===== src/three_axis_rc_lowpass_top_assert.svh =====
// assertion macros shared by the rc low-pass rtl
// expects clk_i and rst_ni in the scope of each use
`ifndef THREE_AXIS_RC_LOWPASS_TOP_ASSERT_SVH
`define THREE_AXIS_RC_LOWPASS_TOP_ASSERT_SVH

// property checked on every rising clock edge outside reset
`define RCL_ASSERT(lbl, prop, msg) \
  lbl: assert property (@(posedge clk_i) disable iff (!rst_ni) (prop)) else $error(msg);

// condition that must never hold outside reset
`define RCL_ASSERT_NEVER(lbl, expr, msg) \
  lbl: assert property (@(posedge clk_i) disable iff (!rst_ni) !(expr)) else $error(msg);

`endif


===== src/rcl_pkg.sv =====
// shared widths, types and constants for the three-axis rc low-pass filter
// no dependencies
`timescale 1ns / 1ps

package rcl_pkg;

  localparam int SAMPLE_W = 32;
  localparam int STEP_W   = 24;
  localparam int RC_W     = 24;
  localparam int CFG_W    = RC_W;
  localparam int CFG_IDX_W = 1;
  localparam int DT_W     = STEP_W - 1;
  localparam int DEN_W    = RC_W + 1;
  localparam int FRAC     = 16;
  localparam int ALPHA_W  = FRAC + 1;
  localparam int CNT_W    = $clog2(ALPHA_W);
  localparam int DIFF_W   = SAMPLE_W + 1;
  localparam int PROD_W   = ALPHA_W + 1 + DIFF_W;
  localparam int AXES     = 3;
  localparam int AXIS_W   = 2;

  localparam logic [ALPHA_W-1:0] ALPHA_ONE = {1'b1, {FRAC{1'b0}}};

  typedef logic signed [SAMPLE_W-1:0] sample_t;

  typedef struct packed {
    logic busy;
    logic done;
  } div_status_t;

  typedef enum logic [CFG_IDX_W-1:0] {
    CFG_FILTER_ENABLE = 1'b0,
    CFG_TIME_CONSTANT = 1'b1
  } cfg_reg_e;

endpackage


===== src/rcl_div.sv =====
// radix-2 restoring divider producing the filter gain dt*2^frac/(dt+rc)
// depends on rcl_pkg
`timescale 1ns / 1ps

module rcl_div (
  input  logic                        clk_i,
  input  logic                        rst_ni,
  input  logic                        start_i,
  input  logic [rcl_pkg::DT_W-1:0]    dt_i,
  input  logic [rcl_pkg::DEN_W-1:0]   den_i,
  output rcl_pkg::div_status_t        status_o,
  output logic [rcl_pkg::ALPHA_W-1:0] quot_o
);
  import rcl_pkg::*;

  logic               busy_q, busy_d;
  logic               done_q, done_d;
  logic [CNT_W-1:0]   cnt_q, cnt_d;
  logic [DEN_W-1:0]   rem_q, rem_d;
  logic [DEN_W-1:0]   den_q, den_d;
  logic [ALPHA_W-1:0] num_q, num_d;
  logic [ALPHA_W-1:0] quot_q, quot_d;
  logic [DEN_W:0]     trial;
  logic [DEN_W:0]     diff;
  logic               qbit;

  // quotient never exceeds 2^frac, so the division starts with dt>>1 already below den
  assign trial = {rem_q, num_q[ALPHA_W-1]};
  assign diff  = trial - {1'b0, den_q};
  assign qbit  = (trial >= {1'b0, den_q});

  always_comb begin
    busy_d = busy_q;
    done_d = 1'b0;
    cnt_d  = cnt_q;
    rem_d  = rem_q;
    den_d  = den_q;
    num_d  = num_q;
    quot_d = quot_q;
    if (start_i) begin
      busy_d = 1'b1;
      cnt_d  = '0;
      rem_d  = DEN_W'(dt_i >> 1);
      den_d  = den_i;
      num_d  = {dt_i[0], {FRAC{1'b0}}};
      quot_d = '0;
    end else if (busy_q) begin
      rem_d  = qbit ? diff[DEN_W-1:0] : trial[DEN_W-1:0];
      num_d  = {num_q[ALPHA_W-2:0], 1'b0};
      quot_d = {quot_q[ALPHA_W-2:0], qbit};
      cnt_d  = cnt_q + CNT_W'(1);
      if (cnt_q == CNT_W'(ALPHA_W - 1)) begin
        busy_d = 1'b0;
        done_d = 1'b1;
      end
    end
  end

  always_ff @(posedge clk_i or negedge rst_ni) begin
    if (!rst_ni) begin
      busy_q <= 1'b0;
      done_q <= 1'b0;
      cnt_q  <= '0;
    end else begin
      busy_q <= busy_d;
      done_q <= done_d;
      cnt_q  <= cnt_d;
    end
  end

  always_ff @(posedge clk_i) begin
    rem_q  <= rem_d;
    den_q  <= den_d;
    num_q  <= num_d;
    quot_q <= quot_d;
  end

  assign status_o.busy = busy_q;
  assign status_o.done = done_q;
  assign quot_o        = quot_q;

endmodule


===== src/rcl_blend.sv =====
// shared blend unit: registered alpha*(x-y) product, then y + (product >>> frac)
// depends on rcl_pkg
`timescale 1ns / 1ps

module rcl_blend (
  input  logic                        clk_i,
  input  logic                        mul_en_i,
  input  logic [rcl_pkg::ALPHA_W-1:0] alpha_i,
  input  rcl_pkg::sample_t            x_i,
  input  rcl_pkg::sample_t            y_i,
  output rcl_pkg::sample_t            res_o
);
  import rcl_pkg::*;

  logic signed [DIFF_W-1:0]  diff;
  logic signed [ALPHA_W:0]   alpha_s;
  logic signed [PROD_W-1:0]  prod_d;
  logic signed [PROD_W-1:0]  prod_q;
  logic signed [PROD_W-1:0]  prod_sh;

  assign diff    = DIFF_W'(x_i) - DIFF_W'(y_i);
  assign alpha_s = {1'b0, alpha_i};
  assign prod_d  = PROD_W'(alpha_s) * PROD_W'(diff);

  always_ff @(posedge clk_i) begin
    if (mul_en_i) begin
      prod_q <= prod_d;
    end
  end

  // alpha is at most one, so y plus the scaled step always fits the sample width
  assign prod_sh = prod_q >>> FRAC;
  assign res_o   = y_i + prod_sh[SAMPLE_W-1:0];

endmodule


===== src/three_axis_rc_lowpass_top.sv =====
// a filtered item runs the divider in ST_DIV, then ST_MUL and ST_ADD per axis, then ST_FINISH
// the gain comes from a 17-step radix-2 divider, then one shared multiplier blends
// the three axes in turn (ST_MUL then ST_ADD for each); with step and time constant
// both zero the divider is skipped; pass-through items go straight to ST_FINISH
// one transaction in flight; the output register lets a new item in while a result waits
// reset clears the configuration, the filter state and the control, no clearing pass
`timescale 1ns / 1ps

module three_axis_rc_lowpass_top (
  input  logic                          clk_i,
  input  logic                          rst_ni,
  input  logic                          cfg_we_i,
  input  logic [rcl_pkg::CFG_IDX_W-1:0] cfg_index_i,
  input  logic [rcl_pkg::CFG_W-1:0]     cfg_data_i,
  input  logic                          in_valid_i,
  output logic                          in_stall_o,
  input  logic signed [rcl_pkg::SAMPLE_W-1:0] axis_x_i,
  input  logic signed [rcl_pkg::SAMPLE_W-1:0] axis_y_i,
  input  logic signed [rcl_pkg::SAMPLE_W-1:0] axis_z_i,
  input  logic signed [rcl_pkg::STEP_W-1:0]   step_us_i,
  output logic                          out_valid_o,
  input  logic                          out_stall_i,
  output logic signed [rcl_pkg::SAMPLE_W-1:0] out_x_o,
  output logic signed [rcl_pkg::SAMPLE_W-1:0] out_y_o,
  output logic signed [rcl_pkg::SAMPLE_W-1:0] out_z_o,
  output logic                          filtered_o
);
  import rcl_pkg::*;
  `include "three_axis_rc_lowpass_top_assert.svh"

  typedef enum logic [4:0] {
    ST_IDLE   = 5'b00001,
    ST_DIV    = 5'b00010,
    ST_MUL    = 5'b00100,
    ST_ADD    = 5'b01000,
    ST_FINISH = 5'b10000
  } state_e;

  state_e             state_q, state_d;
  logic               en_q;
  logic [RC_W-1:0]    rc_q;
  logic [AXIS_W-1:0]  axis_q;
  logic [ALPHA_W-1:0] alpha_q;
  logic               filt_q;
  sample_t            sample_q [AXES];
  sample_t            filter_q [AXES];
  logic               out_valid_q;
  sample_t            out_x_q, out_y_q, out_z_q;
  logic               out_filt_q;

  logic               in_acc;
  logic               apply;
  logic [DT_W-1:0]    dt;
  logic [DEN_W-1:0]   den;
  logic               den_zero;
  logic               div_start;
  div_status_t        div_st;
  logic [ALPHA_W-1:0] div_quot;
  sample_t            blend_res;
  logic               out_load;
  logic               last_axis;

  assign in_acc    = in_valid_i && (state_q == ST_IDLE);
  assign apply     = en_q && !step_us_i[STEP_W-1];
  assign dt        = step_us_i[DT_W-1:0];
  assign den       = DEN_W'(dt) + DEN_W'(rc_q);
  assign den_zero  = (den == '0);
  assign div_start = in_acc && apply && !den_zero;
  assign out_load  = (state_q == ST_FINISH) && (!out_valid_q || !out_stall_i);
  assign last_axis = (axis_q == AXIS_W'(AXES - 1));

  rcl_div u_div (
    .clk_i    (clk_i),
    .rst_ni   (rst_ni),
    .start_i  (div_start),
    .dt_i     (dt),
    .den_i    (den),
    .status_o (div_st),
    .quot_o   (div_quot)
  );

  rcl_blend u_blend (
    .clk_i    (clk_i),
    .mul_en_i (state_q == ST_MUL),
    .alpha_i  (alpha_q),
    .x_i      (sample_q[axis_q]),
    .y_i      (filter_q[axis_q]),
    .res_o    (blend_res)
  );

  always_comb begin
    state_d = state_q;
    case (state_q)
      ST_IDLE: begin
        if (in_acc) begin
          if (!apply) begin
            state_d = ST_FINISH;
          end else if (den_zero) begin
            state_d = ST_MUL;
          end else begin
            state_d = ST_DIV;
          end
        end
      end
      ST_DIV: begin
        if (div_st.done) begin
          state_d = ST_MUL;
        end
      end
      ST_MUL:    state_d = ST_ADD;
      ST_ADD:    state_d = last_axis ? ST_FINISH : ST_MUL;
      ST_FINISH: begin
        if (out_load) begin
          state_d = ST_IDLE;
        end
      end
      default:   state_d = ST_IDLE;
    endcase
  end

  // control, configuration and filter state
  always_ff @(posedge clk_i or negedge rst_ni) begin
    if (!rst_ni) begin
      state_q     <= ST_IDLE;
      en_q        <= 1'b0;
      rc_q        <= '0;
      axis_q      <= '0;
      filt_q      <= 1'b0;
      out_valid_q <= 1'b0;
      for (int i = 0; i < AXES; i++) begin
        filter_q[i] <= '0;
      end
    end else begin
      state_q <= state_d;
      if (cfg_we_i) begin
        case (cfg_index_i)
          CFG_FILTER_ENABLE: en_q <= cfg_data_i[0];
          CFG_TIME_CONSTANT: rc_q <= cfg_data_i[RC_W-1:0];
          default: ;
        endcase
      end
      if (in_acc) begin
        axis_q <= '0;
        filt_q <= apply;
        if (!apply) begin
          filter_q[0] <= axis_x_i;
          filter_q[1] <= axis_y_i;
          filter_q[2] <= axis_z_i;
        end
      end
      if (state_q == ST_ADD) begin
        filter_q[axis_q] <= blend_res;
        axis_q           <= axis_q + AXIS_W'(1);
      end
      if (out_load) begin
        out_valid_q <= 1'b1;
      end else if (!out_stall_i) begin
        out_valid_q <= 1'b0;
      end
    end
  end

  // transaction payload
  always_ff @(posedge clk_i) begin
    if (in_acc) begin
      sample_q[0] <= axis_x_i;
      sample_q[1] <= axis_y_i;
      sample_q[2] <= axis_z_i;
      if (den_zero) begin
        alpha_q <= ALPHA_ONE;
      end
    end
    if ((state_q == ST_DIV) && div_st.done) begin
      alpha_q <= div_quot;
    end
    if (out_load) begin
      out_x_q    <= filter_q[0];
      out_y_q    <= filter_q[1];
      out_z_q    <= filter_q[2];
      out_filt_q <= filt_q;
    end
  end

  assign in_stall_o  = (state_q != ST_IDLE);
  assign out_valid_o = out_valid_q;
  assign out_x_o     = out_x_q;
  assign out_y_o     = out_y_q;
  assign out_z_o     = out_z_q;
  assign filtered_o  = out_filt_q;

  `RCL_ASSERT(a_div_done_in_div, div_st.done |-> (state_q == ST_DIV), "divider done outside div")
  `RCL_ASSERT(a_alpha_le_one, (state_q == ST_MUL) |-> (alpha_q <= ALPHA_ONE), "gain above one")
  `RCL_ASSERT(a_out_from_finish, $rose(out_valid_q) |-> $past(state_q == ST_FINISH), "early result")
  `RCL_ASSERT_NEVER(a_div_busy_idle, div_st.busy && (state_q == ST_IDLE), "divider busy while idle")

endmodule

===== config.mk =====
export PLATFORM = sky130hd
export DESIGN_NAME = three_axis_rc_lowpass_top
export DESIGN_NICKNAME = d
export VERILOG_FILES = /design/src/rcl_pkg.sv /design/src/rcl_div.sv /design/src/rcl_blend.sv /design/src/three_axis_rc_lowpass_top.sv
export VERILOG_INCLUDE_DIRS = /design/src /design/src/src
export SDC_FILE = /design/constraint.sdc
export NUM_CORES = 2
export LEC_CHECK = 0
export ABC_AREA = 1
export BUFFER_PORTS_ARGS = -buffer_cell sky130_fd_sc_hd__buf_2
export CAP_MARGIN = 20
export CELL_PAD_IN_SITES_DETAIL_PLACEMENT = 1
export CELL_PAD_IN_SITES_GLOBAL_PLACEMENT = 1
export CORE_UTILIZATION = 49
export CTS_BUF_LIST = sky130_fd_sc_hd__clkbuf_2
export CTS_CLUSTER_DIAMETER = 30
export DETAILED_ROUTE_END_ITERATION = 12
export GPL_TIMING_DRIVEN = 0
export PLACE_DENSITY = 0.82
export SYNTH_ARGS = -nofsm -noshare
export SYNTH_HDL_FRONTEND = slang
export SYNTH_SLANG_ARGS = --single-unit

===== constraint.sdc =====
create_clock -name clk_i -period 12.5 [get_ports clk_i]
set_clock_uncertainty 0.15 [all_clocks]
set_input_delay 1.25 -clock clk_i [delete_from_list [all_inputs] [get_ports clk_i]]
set_output_delay 1.25 -clock clk_i [all_outputs]
set_load 0.03 [all_outputs]

---- Word level (Yosys, flattened, before mapping) ----
Memory sizes are Yosys's and may differ from the RTL's.
Index checks and enable logic that the tools add are counted.
word-level totals
  flip-flop bits (word level) ............. 367
  bits in writable memories ............... 96
  output and inout bits ................... 99
  logic and storage cells ................. 107
  memories ................................ 1
memories
  name      words  bits a word  read ports  clocked after memory_dff  wr ports  line                             RTL
  sample_q  3      32           1           0                         3         three_axis_rc_lowpass_top.sv:45  sample_t sample_q [AXES];
cells by class
  add/sub/neg operators ................... 6
  multipliers ............................. 1
  $lt $le $gt $ge ......................... 3
  equality and inequality tests ........... 12
  multiplexer cells ....................... 38
  bitwise gates (word level) .............. 2
  reduce and logical (&&, ||, !) cells .... 21
operator list
  kind                                                                    count
  96-bit two-way mux                                                      3
  96-bit bitwise mux                                                      1
  32-bit two-way mux                                                      3
  17-bit two-way mux                                                      5
  32-bit binary-select mux with 2-bit select                              1
  32-bit demux with 2-bit select                                          1
  18-bit by 33-bit multiplier with 48-bit output                          1
  22-bit two-way mux                                                      2
  5-bit two-way mux                                                       7
  32-bit by 32-bit subtractor with 33-bit output                          1
  32-bit adder                                                            1
  26-bit by 25-bit greater-or-equal comparator with 1-bit output          1
  23-bit by 24-bit adder with 25-bit output                               1
  25-bit zero test                                                        1
  25-bit two-way mux                                                      1
  5-bit one-hot mux with 5 select lines                                   1
  25-bit subtractor                                                       1
  5-bit equality test (second input constant)                             2
  1-bit two-way mux                                                       10
  2-bit nonzero test                                                      4
  1-bit logical AND                                                       7
  2-bit AND reduction                                                     3
  5-bit by 1-bit adder with 5-bit output (second input constant)          1
  5-bit by 1-bit equality test with 1-bit output (second input constant)  1
  17 further kinds                                                        23

---- Depth between registers and ports, before layout ----
  word-level depth ........................ 7
  gate-level depth with buffers ........... 48
  depth with buffers taken out ............ 45

---- Modules after synthesis ----
A second synthesis with hierarchy kept.
unflattened totals
  cells, all modules ...................... 5373
  area, all modules ....................... 44236.2 um^2
modules (own cells, without submodules)
  module                     times used  cells an instance  area an instance (um^2)
  rcl_blend                  1           3117               23832.9
  three_axis_rc_lowpass_top  1           1625               15602.5
  rcl_div                    1           631                4800.9

---- Worst setup path before layout ----
OpenSTA, ideal clock, no wires.
  kind .................................... reg2reg
  start ................................... reg axis_q[0]
  end ..................................... reg u_blend.prod_q[40], data pin
  setup time .............................. 0.259 ns
  data arrival time ....................... 8.308 ns
  required time ........................... 12.091 ns
  setup slack ............................. 3.783 ns
  stages on the path, launching flop included .. 45
  cells stage by stage .................... dfrtp_1 inv_1 clkbuf_1 clkbuf_1 a21oi_1 o21ai_0 o21ai_0 ha_1 fa_1 o21ai_1 o21ai_1 o21ai_1 nand2_1 nand2_1 a21oi_2 o21ai_2 a21oi_1 inv_1 [... 9 more ...] inv_1 fa_1 inv_1 fa_1 inv_1 ha_1 nand2_1 nor2_1 o21ai_0 o211ai_1 nand3_1 nand3_1 a21oi_1 o21ai_0 a21boi_0 nor2_1 nor2_1 xnor2_1
on the way
  cells in the longest elaborated chain, start to end .. 6
  elaborated cells on any way between the ends .. 7
ends and longest elaborated chain
  item                                                    line                              RTL
  start, declared                                         three_axis_rc_lowpass_top.sv:42   logic [AXIS_W-1:0] axis_q;
  start signal, assigned                                  three_axis_rc_lowpass_top.sv:153  axis_q <= axis_q + AXIS_W'(1);
  2-bit inverter with 3-bit output (implied by the code)  three_axis_rc_lowpass_top.sv:87   .y_i (filter_q[axis_q]),
  32-bit binary-select mux with 2-bit select              three_axis_rc_lowpass_top.sv:87
  32-bit two-way mux (implied by the code) (2 in a row)   three_axis_rc_lowpass_top.sv:87
  32-bit by 32-bit subtractor with 33-bit output (*)      rcl_blend.sv:21                   assign diff = DIFF_W'(x_i) - DIFF_W'(y_i);
  18-bit by 33-bit multiplier with 48-bit output (*)      rcl_blend.sv:23                   assign prod_d = PROD_W'(alpha_s) * PROD_W'(diff);
  via u_blend.prod_d[40]                                  rcl_blend.sv:17                   logic signed [PROD_W-1:0] prod_d;
  end signal, assigned                                    rcl_blend.sv:27                   prod_q <= prod_d;
  end, declared                                           rcl_blend.sv:18                   logic signed [PROD_W-1:0] prod_q;
The timed path passes the listed nets; every way through them passes the cells marked *. The select of a mux whose other input is x is not followed.
A chain may end at the register's enable or synchronous reset.

---- Worst setup path after layout ----
  start ................................... reg axis_q[1]
  end ..................................... reg u_blend.prod_q[40], data pin
The elaborated chain is that of the path after synthesis.

==> metrics.cfg <==
[clocking]
cts-htree-levels=3
clock_path_buffers=3
cts_root_buf=sky130_fd_sc_hd__clkbuf_2
clock_tree_from_tritoncts=done
clock-sinks=447
cts.repair_timing.setup_buffer_count=0
clk-insertion-delay-late_ns=1.40
worst_setup_hold_path_clk_slew_ns=0.16
cts_buf_count=114

[synthesis]
yosys_most_used_dff=sky130_fd_sc_hd__edfxtp_1
post-synth-top-area-fraction_pct=24.51
asyncSetResetFlopFracSynth_pct=30.65
synth_fp_nets=5751
netlist-cell-type-count=64
syn_inst=4857
synth.yosys.seq_area_share_pct=29.64
synth_area_leaders=sky130_fd_sc_hd__fa_1 (25%), sky130_fd_sc_hd__edfxtp_1 (21%), sky130_fd_sc_hd__inv_1 (8.6%)
number_of_flip_flops_and_latches_in_the_synthesized_netlist=447
synthMostInstantiatedCell=sky130_fd_sc_hd__inv_1
post_synth_most_frequent_cells=sky130_fd_sc_hd__inv_1 (967), sky130_fd_sc_hd__nand2_1 (904), sky130_fd_sc_hd__fa_1 (518)
syn-mean-instance-area_sq_um=8.709
synth-edff-count=290
synth_warnings=0
netlist_area_sq_um=42300
synth.largest_area_cell=sky130_fd_sc_hd__fa_1

[sta]
finish_stage_setup_viols=0
final_hold_viol_count=0
fin_setup_tns_ns=0
timing_worst_slew_pin_value_ns=1.163
finalWorstPathRequiredPeriod_ns=12.03
grt_setup_unrepaired=no
max_slew_margin_pct=22.21
finalWorstSetupSlack_ns=0.4707
maxSlewViolCount=0
fmax_ghz=0.08313
post-route-period-util_pct=96.23

[floorplanning]
fp.dieW_microns=295.8
floorplan.die.height_microns=295.8
core-area_sq_um=85280
core.rowCount=107
io_pins=249
initial_standard_cell_utilization_of_the_core_pct=49.60
die_area_sq_um=87510

[routing]
post_detailed_route_wirelength_per_cell_microns=25.15
drt_iter0_drc=2970
routed_wl_mm=165.5
ant_nets=0
drt_pre_antenna_iters=5
num_vias=37720
via_per_inst=5.733
post-route-drc-count=0

[global_route]
first_global_vias=41260
wire_length_of_the_first_global_routing_pass_mm=248.0
grt_antenna_before_repair=7
global_route.overflow_total=0
gr-usage-all-layers_pct=38.42
maximum_number_of_pins_on_one_net_before_global_route_repair=86

[layout]
layout.filler_cells=10290
fraction_of_final_layout_cells_sized_beyond_drive_strength_1_pct=11.27
final_nets=6226
syn_to_final_growth_pct=12.10
area_used_by_multi_input_combinational_logic_sq_um=25420
seqCellArea_sq_um=12540

[worst_setup_path]
critical_path.n_buffers_inverters=10
crit_path_top_delay_cell=sky130_fd_sc_hd__clkbuf_1
timing.critical_path.from_type=flip-flop
crit_path_end_kind=flip-flop
timing.critical_path.max_delay_family=adder cells
crit_path_max_incr_delay_ns=0.68
timing_worst_setup_path_type=flip-flop to flip-flop
path_common_cell=sky130_fd_sc_hd__fa_1
crit_fanout=11
cp.required_ns=13.32
critical_path_arrival_ns=12.85

[flow_run]
cap_violations=0

[placement]
gp_congestion=0.9719
dp_hpwl_mm=129.3
detailedPlace.worstSlack_ns=0.3861
portBuffers=248

[hold_path]
min_path_type=input port to flip-flop

[status]
status=complete, no violations

-- through the flow --
step | area (sq um) | hold WS (ns) | utilization, % | cells
detailed placement | 45250 | 0.2827 | 53.07 | 6266
CTS | 47340 | 0.004634 | 55.51 | 6571
floorplan | 42300 | 0.2749 | - | 4857
global route | 47420 | 0.001473 | 55.60 | 6579
global placement | 44970 | 0.2805 | 52.74 | 6249
finish | 47420 | 0.07222 | 55.61 | 6580
-- state kept, by name (all words and copies together), names as in the netlist, 5 cells and up --
register and count:
out_z_o 32, state_q 5, alpha_q 17, u_div.den_q 25, u_blend.prod_q 32, out_x_o 32
u_div.rem_q 25, u_div.cnt_q 5, sample_q 96, u_div.quot_o 17, filter_q 96, out_y_o 32
rc_q 24
-- layout make-up --
cell class	instances	area share [%]
Antenna cell	5	0.02638
Buffer	163	1.446
Clock buffer	183	1.931
Clock inverter	32	0.5567
Inverter	984	7.794
Multi-Input combinational cell	3262	53.60
Sequential cell	447	26.44
Tap cell	1144	3.018
Timing Repair Buffer	360	5.190
-- routing by layer --
metal / track usage, % / part of all wire [%] / vias up
met5: 0 / 0.031 / -
met1: 46.04 / 37 / 18940
li1: - / - / 16220
met3: 8.993 / 8.6 / 619
met4: 23.24 / 7.0 / 8
met2: 62.90 / 47 / 1935
-- path summary, 6_finish.rpt --
kind | startpoint | cells past startpoint | slack, ns | endpoint
min reg2reg | filter_q[82]$_DFF_PN0_ | 0 | 0.25 | out_x_o[18]$_DFFE_PP_
max reg2reg | axis_q[1]$_DFFE_PN0P_ | 41 | 0.47 | u_blend.prod_q[40]$_DFFE_PN_
max | axis_q[1]$_DFFE_PN0P_ | 41 | 0.47 | u_blend.prod_q[40]$_DFFE_PN_
min in group asynchronous | rst_ni | 2 | 0.29 | filter_q[2]$_DFF_PN0_
max in group asynchronous | rst_ni | 3 | 10.86 | filter_q[59]$_DFF_PN0_
min | axis_x_i[4] | 3 | 0.07 | filter_q[68]$_DFF_PN0_
-- cell usage in the layout, fill, tap and decap left out, types with 64 or more instances in the layout --
master,count
sky130_fd_sc_hd__fa_1,518
sky130_fd_sc_hd__nand2_1,904
sky130_fd_sc_hd__ha_1,226
sky130_fd_sc_hd__buf_2,268
sky130_fd_sc_hd__dfrtp_1,136
sky130_fd_sc_hd__dlygate4sd3_1,94
sky130_fd_sc_hd__nor2_1,499
sky130_fd_sc_hd__a21oi_1,274
sky130_fd_sc_hd__xnor2_1,64
sky130_fd_sc_hd__clkbuf_1,124
sky130_fd_sc_hd__clkbuf_2,185
sky130_fd_sc_hd__inv_1,967
sky130_fd_sc_hd__o21ai_0,236
sky130_fd_sc_hd__nand3_1,138
sky130_fd_sc_hd__edfxtp_1,290
-- timing repair --
item / 4_1_cts / 5_1_grt
endpoints found under the hold margin: 141 / 4
endpoints found under the setup margin: 0 / 9
gates resized for setup: 0 / 5
hold buffers: 90 / 4
-- worst min-delay path, stage by stage --
cell	delay (ns)
sky130_fd_sc_hd__buf_2	0.15
sky130_fd_sc_hd__nand2_1	0.08
sky130_fd_sc_hd__a31oi_1	0.07
-- cells by family (layout without fill, tap and decap cells) --
logic type	Yosys count	count (layout)	share of synthesized area [%]
AO/OA/AOI/OAI	709	709	9.637
adder cells (fa/ha/maj)	744	744	31.20
AND/OR/NAND/NOR	1668	1668	16.07
buffers and inverters	1148	1722	10.36
multiplexers	23	23	0.6123
other	0	5	0
flip-flops	447	447	29.64
XOR/XNOR	118	118	2.479
Power is not shown: default switching activity piles up to over one toggle a cycle in this logic, so the estimate is an artifact.
